<file path="src/hdl/kbrq_pkg.sv">
package kbrq_pkg;

   localparam int KEY_COUNT_DEF  = 256;
   localparam int RING_DEPTH_DEF = 16;

   localparam int CMD_W  = 3;
   localparam int KEY_W  = 8;
   localparam int CHAR_W = 8;
   localparam int TIME_W = 32;
   localparam int CSR_IDX_W  = 2;
   localparam int CSR_DATA_W = 32;

   localparam logic [TIME_W-1:0] FIRST_DELAY_RST = 32'd500;
   localparam logic [TIME_W-1:0] PERIOD_RST      = 32'd50;

   typedef enum logic [CMD_W-1:0] {
      CMD_PRESS   = 3'd0,
      CMD_RELEASE = 3'd1,
      CMD_TICK    = 3'd2,
      CMD_DEQUEUE = 3'd3,
      CMD_CLEAR   = 3'd4
   } cmd_type;

   typedef enum logic [CSR_IDX_W-1:0] {
      CSR_TEXT_MODE   = 2'd0,
      CSR_FIRST_DELAY = 2'd1,
      CSR_PERIOD      = 2'd2
   } csr_index_type;

   // Commands from the controller to the datapath
   typedef struct packed {
      logic capture;   // latch the request payload and start the ring read
      logic commit;    // apply the command and load the response register
   } ctrl_cmd_type;

endpackage

</file>
<file path="src/hdl/kbrq_ram.sv">
module kbrq_ram #(
   parameter int WIDTH = 8,
   parameter int DEPTH = 16
) (
   input  logic                     clock,
   input  logic                     wr_en,
   input  logic [$clog2(DEPTH)-1:0] wr_addr,
   input  logic [WIDTH-1:0]         wr_data,
   input  logic                     rd_en,
   input  logic [$clog2(DEPTH)-1:0] rd_addr,
   output logic [WIDTH-1:0]         rd_data
);

   logic [WIDTH-1:0] mem_ff [DEPTH];
   logic [WIDTH-1:0] rd_data_ff;

   always_ff @(posedge clock) begin
      if (wr_en) begin
         mem_ff[wr_addr] <= wr_data;
      end
      if (rd_en) begin
         rd_data_ff <= mem_ff[rd_addr];
      end
   end

   assign rd_data = rd_data_ff;

endmodule

</file>
<file path="src/hdl/kbrq_ctrl.sv">
module kbrq_ctrl (
   input  logic                  clock,
   input  logic                  reset,
   input  logic                  req_valid,
   output logic                  req_ready,
   output logic                  rsp_valid,
   input  logic                  rsp_ready,
   output kbrq_pkg::ctrl_cmd_type ctrl
);

   typedef enum logic {
      ST_IDLE,
      ST_EXEC
   } state_type;

   state_type state_ff, state_in;
   logic      rsp_valid_ff, rsp_valid_in;
   logic      capture, commit;

   assign req_ready = (state_ff == ST_IDLE);
   assign capture   = req_valid && req_ready;
   // Commit only once the response register is free or being emptied
   assign commit    = (state_ff == ST_EXEC) && (!rsp_valid_ff || rsp_ready);

   always_comb begin
      state_in     = state_ff;
      rsp_valid_in = rsp_valid_ff;
      if (rsp_ready) begin
         rsp_valid_in = 1'b0;
      end
      unique case (state_ff)
         ST_IDLE: begin
            if (capture) begin
               state_in = ST_EXEC;
            end
         end
         ST_EXEC: begin
            if (commit) begin
               state_in     = ST_IDLE;
               rsp_valid_in = 1'b1;
            end
         end
         default: state_in = ST_IDLE;
      endcase
   end

   always_ff @(posedge clock) begin
      if (reset) begin
         state_ff     <= ST_IDLE;
         rsp_valid_ff <= 1'b0;
      end else begin
         state_ff     <= state_in;
         rsp_valid_ff <= rsp_valid_in;
      end
   end

   assign rsp_valid    = rsp_valid_ff;
   assign ctrl.capture = capture;
   assign ctrl.commit  = commit;

endmodule

</file>
<file path="src/hdl/kbrq_datapath.sv">
module kbrq_datapath #(
   parameter int KEY_COUNT  = kbrq_pkg::KEY_COUNT_DEF,
   parameter int RING_DEPTH = kbrq_pkg::RING_DEPTH_DEF
) (
   input  logic                              clock,
   input  logic                              reset,
   input  kbrq_pkg::ctrl_cmd_type            ctrl,
   input  logic [kbrq_pkg::CMD_W-1:0]        req_cmd,
   input  logic [kbrq_pkg::KEY_W-1:0]        req_key_code,
   input  logic [kbrq_pkg::CHAR_W-1:0]       req_char_code,
   input  logic [kbrq_pkg::TIME_W-1:0]       req_now,
   input  logic                              csr_we,
   input  logic [kbrq_pkg::CSR_IDX_W-1:0]    csr_index,
   input  logic [kbrq_pkg::CSR_DATA_W-1:0]   csr_wdata,
   output logic                              rsp_pop_valid,
   output logic [kbrq_pkg::CHAR_W-1:0]       rsp_pop_char,
   output logic                              rsp_queue_empty,
   output logic                              rsp_key_is_down,
   output logic                              rsp_overflow
);

   localparam int KEY_IDX_W = $clog2(KEY_COUNT);
   localparam int RING_W    = $clog2(RING_DEPTH);
   localparam logic [kbrq_pkg::KEY_W:0] KEY_LIMIT  = (kbrq_pkg::KEY_W+1)'(KEY_COUNT);
   localparam logic [RING_W-1:0]        RING_LAST  = RING_W'(RING_DEPTH - 1);

   // Latched request
   logic [kbrq_pkg::CMD_W-1:0]  cmd_ff;
   logic [kbrq_pkg::KEY_W-1:0]  key_ff;
   logic [kbrq_pkg::CHAR_W-1:0] char_ff;
   logic [kbrq_pkg::TIME_W-1:0] now_ff;

   // Configuration
   logic                        text_mode_ff;
   logic [kbrq_pkg::TIME_W-1:0] first_delay_ff;
   logic [kbrq_pkg::TIME_W-1:0] period_ff;

   // Keyboard and repeat state
   logic [KEY_COUNT-1:0]        down_ff, down_in;
   logic [RING_W-1:0]           head_ff, head_in, tail_ff, tail_in;
   logic [kbrq_pkg::KEY_W-1:0]  rep_key_ff, rep_key_in;
   logic [kbrq_pkg::CHAR_W-1:0] rep_char_ff, rep_char_in;
   logic                        armed_ff, armed_in;
   logic                        live_ff, live_in;   // armed and repeat key held down
   logic [kbrq_pkg::TIME_W-1:0] last_tick_ff, last_tick_in;
   logic [kbrq_pkg::TIME_W-1:0] deadline_ff, deadline_in;

   // Response register
   logic                        pop_valid_ff, pop_valid_in;
   logic [kbrq_pkg::CHAR_W-1:0] pop_char_ff, pop_char_in;
   logic                        empty_ff, empty_in;
   logic                        down_out_ff, down_out_in;
   logic                        ovf_ff, ovf_in;

   logic                        key_ok;
   logic [KEY_IDX_W-1:0]        key_idx;
   logic [RING_W-1:0]           tail_next, head_next;
   logic                        ring_full, ring_empty;
   logic                        push, push_ok;
   logic [kbrq_pkg::CHAR_W-1:0] push_char;
   logic [kbrq_pkg::CHAR_W-1:0] ram_rd_data;

   assign key_ok     = {1'b0, key_ff} < KEY_LIMIT;
   assign key_idx    = key_ff[KEY_IDX_W-1:0];
   assign tail_next  = (tail_ff == RING_LAST) ? '0 : tail_ff + 1'b1;
   assign head_next  = (head_ff == RING_LAST) ? '0 : head_ff + 1'b1;
   assign ring_full  = (tail_next == head_ff);
   assign ring_empty = (head_ff == tail_ff);

   always_comb begin
      down_in      = down_ff;
      head_in      = head_ff;
      tail_in      = tail_ff;
      rep_key_in   = rep_key_ff;
      rep_char_in  = rep_char_ff;
      armed_in     = armed_ff;
      live_in      = live_ff;
      last_tick_in = last_tick_ff;
      deadline_in  = deadline_ff;
      push         = 1'b0;
      push_char    = char_ff;
      pop_valid_in = 1'b0;
      unique case (cmd_ff)
         kbrq_pkg::CMD_PRESS: begin
            if (text_mode_ff) begin
               push        = 1'b1;
               rep_key_in  = key_ff;
               rep_char_in = char_ff;
               armed_in    = 1'b1;
               live_in     = key_ok;
               deadline_in = last_tick_ff + first_delay_ff;
            end else if (armed_ff && key_ok && (key_ff == rep_key_ff)) begin
               live_in = 1'b1;
            end
            if (key_ok) begin
               down_in[key_idx] = 1'b1;
            end
         end
         kbrq_pkg::CMD_RELEASE: begin
            if (key_ok) begin
               down_in[key_idx] = 1'b0;
            end
            armed_in = 1'b0;
            live_in  = 1'b0;
         end
         kbrq_pkg::CMD_TICK: begin
            if (text_mode_ff) begin
               last_tick_in = now_ff;
               if (live_ff && (now_ff >= deadline_ff)) begin
                  push        = 1'b1;
                  push_char   = rep_char_ff;
                  deadline_in = now_ff + period_ff;
               end
            end
         end
         kbrq_pkg::CMD_DEQUEUE: begin
            if (text_mode_ff && !ring_empty) begin
               pop_valid_in = 1'b1;
               head_in      = head_next;
            end
         end
         kbrq_pkg::CMD_CLEAR: begin
            down_in = '0;
            head_in = '0;
            tail_in = '0;
            live_in = 1'b0;
         end
         default: begin
         end
      endcase
      // Drop the character when the ring is full
      push_ok = push && !ring_full;
      if (push_ok) begin
         tail_in = tail_next;
      end
      ovf_in      = push && ring_full;
      pop_char_in = pop_valid_in ? ram_rd_data : '0;
      empty_in    = !text_mode_ff || (head_in == tail_in);
      down_out_in = key_ok && down_in[key_idx];
   end

   kbrq_ram #(
      .WIDTH (kbrq_pkg::CHAR_W),
      .DEPTH (RING_DEPTH)
   ) u_ring (
      .clock   (clock),
      .wr_en   (ctrl.commit && push_ok),
      .wr_addr (tail_ff),
      .wr_data (push_char),
      .rd_en   (ctrl.capture),
      .rd_addr (head_ff),
      .rd_data (ram_rd_data)
   );

   // Payload latches
   always_ff @(posedge clock) begin
      if (ctrl.capture) begin
         cmd_ff  <= req_cmd;
         key_ff  <= req_key_code;
         char_ff <= req_char_code;
         now_ff  <= req_now;
      end
      if (ctrl.commit) begin
         pop_valid_ff <= pop_valid_in;
         pop_char_ff  <= pop_char_in;
         empty_ff     <= empty_in;
         down_out_ff  <= down_out_in;
         ovf_ff       <= ovf_in;
      end
   end

   always_ff @(posedge clock) begin
      if (reset) begin
         text_mode_ff   <= 1'b0;
         first_delay_ff <= kbrq_pkg::FIRST_DELAY_RST;
         period_ff      <= kbrq_pkg::PERIOD_RST;
         down_ff        <= '0;
         head_ff        <= '0;
         tail_ff        <= '0;
         rep_key_ff     <= '0;
         rep_char_ff    <= '0;
         armed_ff       <= 1'b0;
         live_ff        <= 1'b0;
         last_tick_ff   <= '0;
         deadline_ff    <= '0;
      end else begin
         if (csr_we) begin
            unique case (csr_index)
               kbrq_pkg::CSR_TEXT_MODE:   text_mode_ff   <= csr_wdata[0];
               kbrq_pkg::CSR_FIRST_DELAY: first_delay_ff <= csr_wdata;
               kbrq_pkg::CSR_PERIOD:      period_ff      <= csr_wdata;
               default: begin
               end
            endcase
         end
         if (ctrl.commit) begin
            down_ff      <= down_in;
            head_ff      <= head_in;
            tail_ff      <= tail_in;
            rep_key_ff   <= rep_key_in;
            rep_char_ff  <= rep_char_in;
            armed_ff     <= armed_in;
            live_ff      <= live_in;
            last_tick_ff <= last_tick_in;
            deadline_ff  <= deadline_in;
         end
      end
   end

   assign rsp_pop_valid   = pop_valid_ff;
   assign rsp_pop_char    = pop_char_ff;
   assign rsp_queue_empty = empty_ff;
   assign rsp_key_is_down = down_out_ff;
   assign rsp_overflow    = ovf_ff;

endmodule

</file>
<file path="src/hdl/keyboard_repeat_queue.sv">
// Channel   Direction  Handshake              Payload
// req_      in         req_valid / req_ready  cmd, key_code, char_code, now
// rsp_      out        rsp_valid / rsp_ready  pop_valid, pop_char, queue_empty,
//                                             key_is_down, overflow
// csr_      in         csr_we (no wait)       csr_index, csr_wdata
//
// Each command is first latched, which starts the ring read, and then applied, which
// loads the response register; no new transfer is taken until the last is committed.
// The commit waits while a response is still held: with rsp_ stalled, one response
// is held, one more command is latched, and intake then stops.
// Reset is synchronous and clears the key bitmap, ring pointers and repeat state
// at once; there is no clearing pass. The ring contents are not reset.
module keyboard_repeat_queue #(
   parameter int KEY_COUNT  = kbrq_pkg::KEY_COUNT_DEF,
   parameter int RING_DEPTH = kbrq_pkg::RING_DEPTH_DEF
) (
   input  logic                            clock,
   input  logic                            reset,
   // request channel
   input  logic                            req_valid,
   output logic                            req_ready,
   input  logic [kbrq_pkg::CMD_W-1:0]      req_cmd,
   input  logic [kbrq_pkg::KEY_W-1:0]      req_key_code,
   input  logic [kbrq_pkg::CHAR_W-1:0]     req_char_code,
   input  logic [kbrq_pkg::TIME_W-1:0]     req_now,
   // response channel
   output logic                            rsp_valid,
   input  logic                            rsp_ready,
   output logic                            rsp_pop_valid,
   output logic [kbrq_pkg::CHAR_W-1:0]     rsp_pop_char,
   output logic                            rsp_queue_empty,
   output logic                            rsp_key_is_down,
   output logic                            rsp_overflow,
   // configuration writes
   input  logic                            csr_we,
   input  logic [kbrq_pkg::CSR_IDX_W-1:0]  csr_index,
   input  logic [kbrq_pkg::CSR_DATA_W-1:0] csr_wdata
);

   kbrq_pkg::ctrl_cmd_type ctrl;

   // Sequence each transfer: latch, then commit into state and response
   kbrq_ctrl u_ctrl (
      .clock     (clock),
      .reset     (reset),
      .req_valid (req_valid),
      .req_ready (req_ready),
      .rsp_valid (rsp_valid),
      .rsp_ready (rsp_ready),
      .ctrl      (ctrl)
   );

   // Hold the bitmap, the ring, the repeat timer and the response register
   kbrq_datapath #(
      .KEY_COUNT  (KEY_COUNT),
      .RING_DEPTH (RING_DEPTH)
   ) u_datapath (
      .clock           (clock),
      .reset           (reset),
      .ctrl            (ctrl),
      .req_cmd         (req_cmd),
      .req_key_code    (req_key_code),
      .req_char_code   (req_char_code),
      .req_now         (req_now),
      .csr_we          (csr_we),
      .csr_index       (csr_index),
      .csr_wdata       (csr_wdata),
      .rsp_pop_valid   (rsp_pop_valid),
      .rsp_pop_char    (rsp_pop_char),
      .rsp_queue_empty (rsp_queue_empty),
      .rsp_key_is_down (rsp_key_is_down),
      .rsp_overflow    (rsp_overflow)
   );

   // A dropped character means the ring was full, so it cannot be empty now
   a_ovf_not_empty: assert property (@(posedge clock) disable iff (reset)
      rsp_valid && rsp_overflow |-> !rsp_queue_empty)
      else $error("overflow reported with an empty queue");

   // A response never both pops and drops a character
   a_pop_xor_ovf: assert property (@(posedge clock) disable iff (reset)
      rsp_valid |-> !(rsp_pop_valid && rsp_overflow))
      else $error("pop and overflow in the same response");

   // An empty pop carries a zero character
   a_pop_char_zero: assert property (@(posedge clock) disable iff (reset)
      rsp_valid && !rsp_pop_valid |-> rsp_pop_char == '0)
      else $error("non-zero character without pop");

   // One command at a time: intake stays closed from the latch until the commit
   a_one_at_a_time: assert property (@(posedge clock) disable iff (reset)
      req_valid && req_ready |=> !req_ready)
      else $error("request taken during commit");

endmodule
</file>
<file path="config.mk">
export PLATFORM = sky130hd
export DESIGN_NAME = keyboard_repeat_queue
export DESIGN_NICKNAME = d
export VERILOG_FILES = /design/src/hdl/kbrq_pkg.sv /design/src/hdl/kbrq_ram.sv /design/src/hdl/kbrq_ctrl.sv /design/src/hdl/kbrq_datapath.sv /design/src/hdl/keyboard_repeat_queue.sv
export SDC_FILE = /design/constraint.sdc
export NUM_CORES = 2
export LEC_CHECK = 0
export ABC_AREA = 1
export CAP_MARGIN = 40
export CELL_PAD_IN_SITES_DETAIL_PLACEMENT = 0
export CELL_PAD_IN_SITES_GLOBAL_PLACEMENT = 1
export CORE_UTILIZATION = 51
export DETAILED_ROUTE_END_ITERATION = 16
export DONT_BUFFER_PORTS = 1
export GPL_TIMING_DRIVEN = 1
export PLACE_DENSITY_LB_ADDON = 0.1
export SYNTH_ARGS = -nofsm -noshare
export SYNTH_HDL_FRONTEND = slang
export SYNTH_HIERARCHICAL = 1
export SYNTH_SLANG_ARGS = --single-unit
</file>
<file path="constraint.sdc">
create_clock -name clock -period 5.55 [get_ports clock]
set_input_delay 0.8325 -clock clock [delete_from_list [all_inputs] [get_ports clock]]
set_output_delay 0.8325 -clock clock [all_outputs]
set_load 0.005 [all_outputs]
</file>
==> metrics.txt <==
global-route wire length before repair 185 mm; IO Pins 104; hold buffer count at cts 0; fin. max-slew vios 0; Syn. warnings 6; post-route setup TNS 0 ns; share of cells above drive strength 1 0.0506; clk_skew 0.0370 ns; clk_lat worst skew 0.65 ns; CP Data Arrival Time 4.38 ns; RePlAce Congestion 0.938; Sink Count 612; grt ovf 0; Seq cells post-synth 612; core area 0.0688 sq mm; fin crit share 0.741; asr flop ratio synth 0; Crit-path slowest cell nor2_1; Max VDD drop 0.000291 V; DRT iter0 DRCs 3,831; clk root buf clkbuf_16; average via count per standard cell 5.80; Worst path max stage delay 0.60 ns; Core Util, Final 0.561; clk slew on worst S/H paths 0.06 ns; Die Wd 266 microns; top_reg_cell synth dfxtp_1; Mean Syn Cell Area 7.01 sq um; syn nets 5,258; DPL Wire Length 77.2 mm; Slew headroom 0.212; Seq/Total Area, Yosys 0.401; Post-Syn Instances 5,070; final setup margin 1.44 ns; Initial Utilization 0.517; vias in the first global route 30,900; routed wire length per instance 20.5 microns; Fmax 0.243 GHz; max_cap viols 0; full die area 0.0708 sq mm; Post-CTS Resized 0; cell leakage power 16.0 nW; crit path kind flip-flop to flip-flop; DRC errors left 0; area leader, netlist dfxtp_1; largest net degree at the start of global routing 237; crit path time final 4.11 ns; Bufs and invs on worst path 1; IO Port Bufs 0; crit path capture type flip-flop; largest cells by area after synthesis dfxtp_1 23%, edfxtp_1 17%, nand2_1 13%; Post-Syn Area 0.0356 sq mm; Critical Path, Cell by Cell ha_1, nand2_1, nor2_1, nor2_1, nand2_1, nand2_1, nand2_1, nand2_1, nand2_1, nand2_1, nand2_1, nand3_1, buf_4, nand2_1, nand2_1, nor2_1, nand3b_1, nor2_1; Die Y 266 microns; Post-Layout Cell Count 5,897; # H-tree levels 3; Slew @ Worst Pin 1.18 ns; Crit Path Max Fanout 17; TritonRoute pass-1 iters 6; worst min-delay path category input port to flip-flop; Yosys cell types 50; TritonCTS buffer count 72; RSZ-0062 raised after global routing no; clock buffer depth 3; TritonCTS clock tree built; initial antenna violation count 13; layout net count 5,091; final hold violations 0; EDFF count, synth 199; final setup fails 0; CP Launch Type flip-flop; Inst Count DP 5,760; Row Count 96; pre-CTS WS 1.50 ns; status completed; Vias 34,200; CP required 5.82 ns; P per Cell Area 300 mW/mm^2; Area growth syn-to-layout 8.55%; detailed-route wire length 121 mm; number of routed nets with antenna violations 0; critical path's top delay family simple AND/OR/NAND/NOR gates; Critical Path Most Common Cell nand2_1; Setup Fix Bufs, Post-CTS 0; share of the synthesized area in the top cell type 0.232; GRT Total Usage 0.338
-- area by class of cell --
type | count | area (sq um)
Tap cell | 931 | 1160
Antenna cell | 5 | 12.5
Inverter | 388 | 1480
Clock inverter | 30 | 454
Fill cell | 6657 | 30200
Clock buffer | 102 | 2040
Timing Repair Buffer | 70 | 731
Multi-Input combinational cell | 3759 | 18500
Sequential cell | 612 | 14200
-- worst reg2reg max path: cells and delay by family, from the launching register on --
kind | cells | cell delay (ns)
buf+inv | 1 | 0.20
flops | 1 | 0.43
fa+ha+maj | 1 | 0.32
simple gates | 16 | 2.81
-- stage by stage --
stage               total power [mW]  instance area [sq um]  hold slack [ns]
finish                          11.6                  38600            0.252
floorplan                       6.23                  35600            0.425
detailed placement              6.69                  36100            0.442
global placement                6.66                  35900            0.440
CTS                             11.6                  38600            0.232
global route                    12.0                  38600            0.240
-- kinds of logic (layout without fill, tap and decap cells) --
logic type / count (synthesis) / count (layout) / share of synthesized area
AND/OR/NAND/NOR: 2262 / 2262 / 0.262
AO/OA/AOI/OAI: 1373 / 1373 / 0.214
buffers and inverters: 699 / 590 / 0.0819
flip-flops: 612 / 612 / 0.401
adder cells (fa/ha/maj): 98 / 98 / 0.0349
XOR/XNOR: 26 / 26 / 0.00640
other: 0 / 5 / 0
-- metal layers --
metal,global-route usage,share of wire,vias up
li1,-,-,16700
met1,0.488,0.45,15800
met2,0.506,0.42,1441
met3,0.0612,0.092,230
met4,0.116,0.032,10
met5,0,0.00060,-
-- registers in the layout, indices dropped and copies added (netlist names), 3 cells and up --
signal / count
u_datapath/down_ff: 256
u_datapath/u_ring/mem_ff: 128
u_datapath/deadline_ff: 32
u_datapath/first_delay_ff: 32
u_datapath/last_tick_ff: 32
u_datapath/now_ff: 32
u_datapath/period_ff: 32
u_datapath/char_ff: 8
u_datapath/key_ff: 8
u_datapath/rep_char_ff: 8
u_datapath/rep_key_ff: 8
u_datapath/rsp_pop_char: 8
u_datapath/u_ring/rd_data: 8
u_datapath/head_ff: 4
u_datapath/tail_ff: 4
u_datapath/cmd_ff: 3
-- path summary, 6_finish.rpt --
check / from / end / slack, ns / cells after the start
worst max-delay path: u_datapath/now_ff[3] / u_datapath/u_ring/mem_ff[5][6] / 1.44 / 18
worst min-delay path: reset / u_ctrl/rsp_valid / 0.25 / 1
worst max register to register: u_datapath/now_ff[3] / u_datapath/u_ring/mem_ff[5][6] / 1.44 / 18
worst min register to register: u_datapath/rep_char_ff[6] / u_datapath/rep_char_ff[6] / 0.45 / 2
-- layout by cell type (no fill, tap or decap), types with 74 or more instances in the layout --
cell type  count
nor2_1       471
a21o_1        74
o21ai_0      603
a21oi_1      400
edfxtp_1     199
o21bai_1     124
dfxtp_1      412
inv_1        364
nand2_1     1274
ha_1          96
nand3_1      402
-- cells in the mapped netlist, types with 11 or more instances --
cell type	number
xor2_1	15
a21o_1	74
inv_2	17
buf_2	81
clkbuf_1	176
nand3b_1	12
nand3_1	402
nand2_1	1275
o21bai_1	124
buf_6	13
buf_1	18
inv_1	367
o21ai_1	55
a31oi_1	27
buf_4	19
a21oi_1	401
nor3_1	34
xnor2_1	11
nor2_1	474
nor2_2	13
a211oi_1	52
ha_1	96
dfxtp_1	413
edfxtp_1	199
o21ai_0	606
nand4_1	21
-- where the power goes --
part	leakage, nW	internal, mW	total (mW)	switching, mW
combinational	9.65	0.482	1.64	1.16
sequential	5.20	4.87	5.00	0.132
clock	1.19	2.89	4.94	2.06
No activity file was read; power rests on OpenSTA's default activity.
